## src/rtl/bne_pkg.sv

```systemverilog
// shared types, constants and helpers of the baseline noise estimator
`default_nettype none
package bne_pkg;

    localparam int DELAY_DEPTH = 65;
    localparam int DADDR_W     = 7;
    localparam int RUN_WIDTH   = 3;
    localparam int RUN_W       = 21;
    localparam int WIN_MIN     = 4;
    localparam int WIN_MAX     = 64;

    localparam logic [RUN_W-1:0] RUN_SAT  = {RUN_W{1'b1}};
    localparam logic [6:0]       WIN_RST  = 7'd5;
    localparam logic [15:0]      THR_RST  = 16'd20;

    // arithmetic unit operation codes
    localparam logic [1:0] OP_MUL  = 2'd0;
    localparam logic [1:0] OP_DIV  = 2'd1;
    localparam logic [1:0] OP_SQRT = 2'd2;

    localparam logic [6:0] MUL_STEPS  = 7'd40;
    localparam logic [6:0] DIV_STEPS  = 7'd96;
    localparam logic [6:0] SQRT_STEPS = 7'd32;

    // register indexes
    localparam logic REG_WINDOW = 1'b0;
    localparam logic REG_THRESH = 1'b1;

    typedef struct packed {
        logic       start;
        logic [1:0] op;
    } t_arith_req;

    typedef struct packed {
        logic busy;
        logic done;
    } t_arith_sts;

    function automatic logic [RUN_W-1:0] sat_inc(input logic [RUN_W-1:0] v);
        return (v != RUN_SAT) ? v + 1'b1 : v;
    endfunction

endpackage
`default_nettype wire

```

## src/rtl/bne_dline.sv

```systemverilog
// sample delay line memory, one write and one registered read port
`default_nettype none
module bne_dline (
    input  wire logic                        i_clk,
    input  wire logic                        i_we,
    input  wire logic [bne_pkg::DADDR_W-1:0] i_waddr,
    input  wire logic signed [15:0]          i_wdata,
    input  wire logic [bne_pkg::DADDR_W-1:0] i_raddr,
    output logic signed [15:0]               o_rdata
);
    import bne_pkg::*;

    logic signed [15:0] r_mem [0:DELAY_DEPTH-1];

    always_ff @(posedge i_clk) begin
        if (i_we) begin
            r_mem[i_waddr] <= i_wdata;
        end
        o_rdata <= r_mem[i_raddr];
    end

endmodule
`default_nettype wire

```

## config.mk

```make
export PLATFORM = sky130hd
export DESIGN_NAME = bne_dline
export DESIGN_NICKNAME = d
export VERILOG_FILES = /design/src/rtl/bne_pkg.sv /design/src/rtl/bne_dline.sv
export SDC_FILE = /design/constraint.sdc
export NUM_CORES = 1
export LEC_CHECK = 0
export ABC_AREA = 1
export CAP_MARGIN = 15
export CORE_MARGIN = 4
export CORE_UTILIZATION = 35
export DETAILED_ROUTE_END_ITERATION = 10
export DONT_BUFFER_PORTS = 1
export PLACE_DENSITY = 0.45
export SYNTH_ARGS = -nofsm -noshare
export SYNTH_HDL_FRONTEND = slang
export SYNTH_SLANG_ARGS = --single-unit
```

## constraint.sdc

```tcl
create_clock -name i_clk -period 2.5 [get_ports i_clk]
set_input_delay 0.125 -clock i_clk [delete_from_list [all_inputs] [get_ports i_clk]]
set_output_delay 0.125 -clock i_clk [all_outputs]
set_load 0.01 [all_outputs]
```

Yosys cells after proc, flatten, opt, wreduce, memory -nomap -nowiden. Memory sizes are Yosys's and may differ from the RTL's. A register that Yosys moved wholly into a read port is not among the register bits. Cells that the tools add are included.

Latch bits: 0. Memory bits (read-only): 0. Register bits: 0. Memories kept: 1. RAM bits: 1040. Word-level logic and storage cells: 3. Input bits: 32.

Equality and inequality tests: 0. Reductions and logical operators: 0. Divide/modulo/power cells: 0. Muxes and demuxes: 2. Add/sub/neg operators: 0. Order comparisons: 0. Bitwise gates (word level): 0. Shift-type cells: 0. Multipliers: 0.

Memory list: r_mem (depth 65, width 16, rd ports 1, clocked after Yosys merged registers in 1, wr ports 1, RTL line bne_dline.sv:13) `logic signed [15:0] r_mem [0:DELAY_DEPTH-1];`.

Operators with widths (count): 1-bit two-way mux (2).

Depth between registers and ports, before layout. Gate-level depths: netlist (run 1).

Word-level depth: 2. Gate-level depth with buffers: 14. Gate-level depth less buffers: 11.

Worst setup path after synthesis (run 1). Ideal clock, no wire load.

Path kind: input port to flip-flop. Start: in i_we. End: mem r_mem[64][0] (enable). Slack: 427 ps. Data arrival time: 1664 ps. Setup time: 409 ps. Required time: 2091 ps. Stages: 3. Cell sequence: clkbuf_1 > nand3_1 > nor3_1.

Cells in the longest elaborated chain, start to end: 2.

RTL lines: start, declared (RTL line bne_dline.sv:5) `input wire logic i_we,`; 1-bit two-way mux (RTL line bne_dline.sv:16) `if (i_we) begin`; 1-bit two-way mux (not written as such) (RTL line bne_dline.sv:17) `r_mem[i_waddr] <= i_wdata;`; end, declared (RTL line bne_dline.sv:13).

No other way between the ends.

==> results of run 1 <==
==> sequential cells by signal (all words and copies together) (netlist names) <==
name     count
o_rdata     16
r_mem     1040
==> power by group <==
part | internal (mW) | switching, mW
Combinational | 0.679 | 1.45
Clock | 9.30 | 6.97
Sequential | 19.5 | 0.0825
Total | 29.5 | 8.50
==> through the flow <==
step	TNS, ns	hold WS, ns	cell area (um^2)	utilization, %
2_1_floorplan	0	0.224	42700	-
3_3_place_gp	0	0.236	44700	37.0
3_5_place_dp	0	0.235	44700	37.0
4_1_cts	0	0.00188	49000	40.6
5_1_grt	0	0.0586	49000	40.6
6_report	-11.42	0.0580	49000	40.6
==> cells in the mapped netlist <==
cell,number
edfxtp_1,1040
buf_2,84
nor3_1,9
inv_1,18
nand2_1,1227
nand3_1,934
nor2_1,69
inv_8,1
buf_1,13
buf_6,53
dfxtp_1,16
clkbuf_1,29
inv_2,2
buf_4,46
==> worst paths after layout <==
| check | start | end | cells past startpoint |
|---|---|---|---|
| worst min register to register | r_mem[64][4] | o_rdata[4] | 2 |
| worst max register to register | r_mem[7][7] | o_rdata[7] | 11 |
| worst max-delay path | i_raddr[0] | o_rdata[7] | 14 |
| worst min-delay path | i_waddr[3] | r_mem[45][3] | 4 |
==> cell families after synthesis <==
kind of cell / after synthesis / share of synthesized area [%]
and+or+nand+nor: 2239 / 22.4
buffers and inverters: 246 / 3.76
DFF: 1056 / 73.8
==> worst max-delay path: cells and delay by family <==
family / cells / cell delay (ns)
buffers and inverters: 4 / 1.92
and+or+nand+nor: 10 / 1.04
==> layer usage <==
layer / global-route usage (%) / wire length [um] / up-vias / part of all wire (%)
li1: - / - / 12700 / -
met1: 29.2 / 59000 / 13700 / 45
met2: 31.6 / 59600 / 798 / 45
met3: 4.92 / 9830 / 183 / 7.4
met4: 5.73 / 3780 / 2 / 2.9
met5: 0 / 13 / - / 0.0098
==> layout make-up <==
type | instances | area, um^2 | area share, %
diodes | 3 | 7.51 | 0.0153
clock buffers | 160 | 3170 | 6.47
clock inverters | 51 | 394 | 0.805
inverters | 21 | 108 | 0.220
multi-input cells | 2239 | 9650 | 19.7
flip-flops and latches | 1056 | 31600 | 64.4
well taps | 1612 | 2020 | 4.12
repair buffers | 179 | 2090 | 4.26
==> run_results.csv, run 1 <==
group,metric,value,unit
global_route,grt_pass1_vias,26500,
logic_synthesis,synth_area,42700,um^2
clocking,cts_resized,0,
critical_path,critical_path.most_common_cell,"nand2_1",
timing,max_slew_margin,-78.2,%
layout,layout_commonest_cell,"nand2_1",
timing,hold_viol_final,0,
critical_path,r2r_setup_slack,0.20,ns
layout,fin_nets,3644,
clocking,htree_levels,3,
timing,setup_violations,16,
critical_path,critPathLaunchType,"input pin",
routing,drc,0,
critical_path,crit_type,"in2reg",
logic_synthesis,ys_warn_count,0,
critical_path,endpoint_kind,"flop",
routing,finalWirelength,132,mm
logic_synthesis,syn-mean-instance-area,12.1,um^2
routing,via_per_inst,5.13,
global_route,grt_pass1_wl,192,mm
clocking,cts_setup_buffers,0,
floorplan,row_count,127,
timing,drv_slew,450,
global_route,grt_util_all_layers,20.6,%
floorplan,die_h,357,um
hold_path,min_path_type,"in2reg",
clocking,path_clk_slew,0.06,ns
timing,finalCriticalPeriod,3.63,ns
logic_synthesis,yosysSeqAreaShare,73.8,%
logic_synthesis,yosysTopAreaCellShare,73.1,%
clocking,hold_buffers,46,
logic_synthesis,synth-seq-cells,1056,
place,place_ws,0.332,ns
place,dp.cells,5061,
floorplan,initial_core_util,35.4,%
global_route,antenna_found_initial,9,
critical_path,crit_slowest_cell,"inv_16",
floorplan,io_pins,48,
place,place_hpwl,68.5,mm
routing,drtIter0Drc,2841,
logic_synthesis,syn-instance-count,3541,
timing,timing.final.ws_setup,-1.13,ns
layout,stdcell_count,5321,
outcome,violations,"max-slew violations, negative setup slack",
clocking,cts_buffers,115,
timing,tightest_slew,2.67,ns
timing,post-route-period-util,145,%
logic_synthesis,synth_top_area_cell,"edfxtp_1",
timing,rsz0062_at_grt,"false",
critical_path,crit_arrival,4.27,ns
layout,n_fill_cell,11500,
clocking,cts.sinks,1056,
clocking,worstSkewPairLatency,0.70,ns
global_route,grt-ovfl-total,0,
clocking,cts_tree,"done",
logic_synthesis,ys_types,14,
layout,final_cell_mix,"nand2_1, edfxtp_1, nand3_1",
pwr,cellPowerDensity,776,nW/um^2
timing,fin_skew,0.0300,ns
layout,area_growth,14.6,%
floorplan,die_area,128000,um^2
pwr,power.total,38.0,mW
routing,dr.pass1.iters,5,
critical_path,critPathRequiredTime,3.15,ns
global_route,grt_max_degree,514,
critical_path,cp_max_fo,513,
critical_path,cpPeakStageDelay,0.92,ns
routing,vias,27300,
routing,ant_nets,0,
floorplan,core,121000,um^2
clocking,cts_root_buffer,"clkbuf_16",
place,place_congestion,0.787,
floorplan,die_w,357,um
critical_path,worstPathCellList,"inv_16 > buf_12 > buf_12 > nand2_1 > nand3_1 > nand3_1 > nand3_1 > nand2_1 > nand2_1 > nand3_1 > nand2_1 > nand2_1 > nand2_1 > dlygate4sd3_1",
job,drv_cap,0,
routing,wl_per_cell,24.9,um
pwr,ir_drop,0.566,mV
outcome,status,"finished, violations left",
place,portBuffers,0,
timing,max_freq,0.276,GHz
clocking,clk_path_buf_depth,3,
logic_synthesis,syn-num-nets,3573,
logic_synthesis,synth_area_leaders,"edfxtp_1, nand3_1, nand2_1",
layout,drive_gt1_share,9.01,%
pwr,power.leakage,17.3,nW
Power figures use the tool's default switching activity.
==> run 2: changes to the inputs <==
PLACE_DENSITY = unset   (was 0.45)
PLACE_DENSITY_LB_ADDON = 0.25   (was unset)
==> run_results.csv, run 2 (synthesis gave the netlist of run 1 again) <==
group,metric,value,unit
place,place_hpwl,64.2,mm
layout,final_util,40.6,%
layout,largest_register_ffs,1040,
routing,finalWirelength,123,mm
timing,fin_tns_setup,0,ns
global_route,grt-ovfl-total,0,
layout,fin_nets,3645,
critical_path,r2r_setup_slack,0.38,ns
clocking,cts_root_buffer,"clkbuf_16",
timing,hold_viol_final,0,
critical_path,crit_arrival,2.97,ns
layout,reg.largest.list,"r_mem (1040), o_rdata (16)",
timing,tightest_slew,1.27,ns
critical_path,cp_max_fo,513,
routing,ant_nets,0,
timing,max_freq,0.418,GHz
routing,vias,27400,
timing,drv_slew,0,
outcome,status,"complete, no violations",
timing,finalCriticalPeriod,2.39,ns
pwr,cellPowerDensity,778,nW/um^2
clocking,cts.sinks,1056,
timing,fin_skew,0.0312,ns
layout,final_area,49000,um^2
hold_path,min_path_type,"in2reg",
clocking,cts_buffers,113,
global_route,antenna_found_initial,5,
floorplan,io_pins,48,
clocking,clk_path_buf_depth,3,
global_route,grt_max_degree,514,
global_route,grt_pass1_vias,26500,
clocking,cts_tree,"done",
clocking,path_clk_slew,0.06,ns
job,drv_cap,0,
timing,rsz0062_at_grt,"false",
place,portBuffers,0,
routing,via_per_inst,5.15,
timing,max_slew_margin,15.5,%
routing,wl_per_cell,23.2,um
clocking,worstSkewPairLatency,0.70,ns
layout,area_growth,14.7,%
critical_path,critPathRequiredTime,3.08,ns
layout,n_fill_cell,11200,
floorplan,die_area,128000,um^2
place,dpl_cell_area,44600,um^2
pwr,power.leakage,17.3,nW
floorplan,initial_core_util,35.4,%
place,place_congestion,0.802,
pwr,ir_drop,0.592,mV
layout,final_cell_mix,"nand2_1, edfxtp_1, nand3_1",
layout,drive_gt1_share,9.04,%
critical_path,critPathLaunchType,"input pin",
routing,drtIter0Drc,2835,
global_route,grt_pass1_wl,181,mm
timing,hold_ws,0.0352,ns
routing,drc,0,
clocking,htree_levels,3,
floorplan,die_w,357,um
layout,regMostFlops,"r_mem",
floorplan,row_count,127,
timing,post-route-period-util,95.7,%
critical_path,crit_type,"in2reg",
layout,layout_commonest_cell,"nand2_1",
floorplan,core,121000,um^2
clocking,cts_setup_buffers,0,
floorplan,die_h,357,um
critical_path,endpoint_kind,"flop",
timing,setup_violations,0,
global_route,grt_util_all_layers,19.1,%
routing,dr.pass1.iters,5,
==> run 2: cell types whose count changed in the layout (fill, tap and decap cells not counted), moves of 7 or more <==
cell	delta
clkinv_2	+9
clkbuf_8	-10
bufinv_16	+8
nor2_2	-12
nor2_1	+12
clkbuf_1	-7
==> run 2: critical path, cell delays in order <==
cell,delay [ns]
clkinv_16,0.39
buf_12,0.29
buf_4,0.19
nand2_1,0.07
nand3_1,0.06
nand3_1,0.12
nand3_1,0.10
nand2_1,0.09
nand2_1,0.10
nand3_1,0.25
nand2_1,0.08
dlygate4sd3_1,0.57
nand2_1,0.06
nand2_1,0.06
==> run 2: through the flow <==
stage | instances | total power, mW | worst slack, ns
final | 5320 | 38.1 | 0.107
after global routing | 5318 | 39.4 | 0.264
after CTS | 5318 | 38.5 | 0.0711
after global placement | 5061 | 21.5 | 0.267
after floorplan | 3541 | 21.2 | 0.427
after detailed placement | 5061 | 21.5 | 0.268
==> run 2: timing repair <==
| item | in CTS | in global routing |
|---|---|---|
| endpoints found under the setup margin | 0 | 1 |
| gates resized for setup | 0 | 7 |
| hold buffers | 50 | 0 |
| endpoints found under the hold margin | 1073 | 0 |
==> run 2: report_power, final <==
part	internal (mW)	switching, mW
registers	19.5	0.0763
logic	0.648	1.40
clock network	9.64	6.85
total	29.8	8.33
==> run 2: path summary, 6_finish.rpt <==
path                                    end  cells after the start          start
worst max-delay path             o_rdata[1]                     14     i_raddr[0]
worst min-delay path             o_rdata[6]                      7     i_raddr[3]
worst max register to register   o_rdata[1]                     11   r_mem[39][1]
worst min register to register  o_rdata[11]                      2  r_mem[64][11]
==> run 2: per-layer routing <==
layer / track usage [%] / share of wire [%] / vias to the layer above
met5: 0 / 0 / -
met4: 4.61 / 2.2 / 0
met3: 4.15 / 8.5 / 158
met2: 29.7 / 46 / 963
met1: 27.3 / 44 / 13600
li1: - / - / 12700
==> run 2: final cells by class <==
class / count / area (um^2) / area share, %
Inverter: 21 / 115 / 0.235
Tap cell: 1612 / 2020 / 4.11
Antenna cell: 3 / 7.51 / 0.0153
Timing Repair Buffer: 182 / 2040 / 4.17
Sequential cell: 1056 / 31600 / 64.4
Clock inverter: 67 / 712 / 1.45
Multi-Input combinational cell: 2239 / 9650 / 19.7
Clock buffer: 140 / 2930 / 5.97
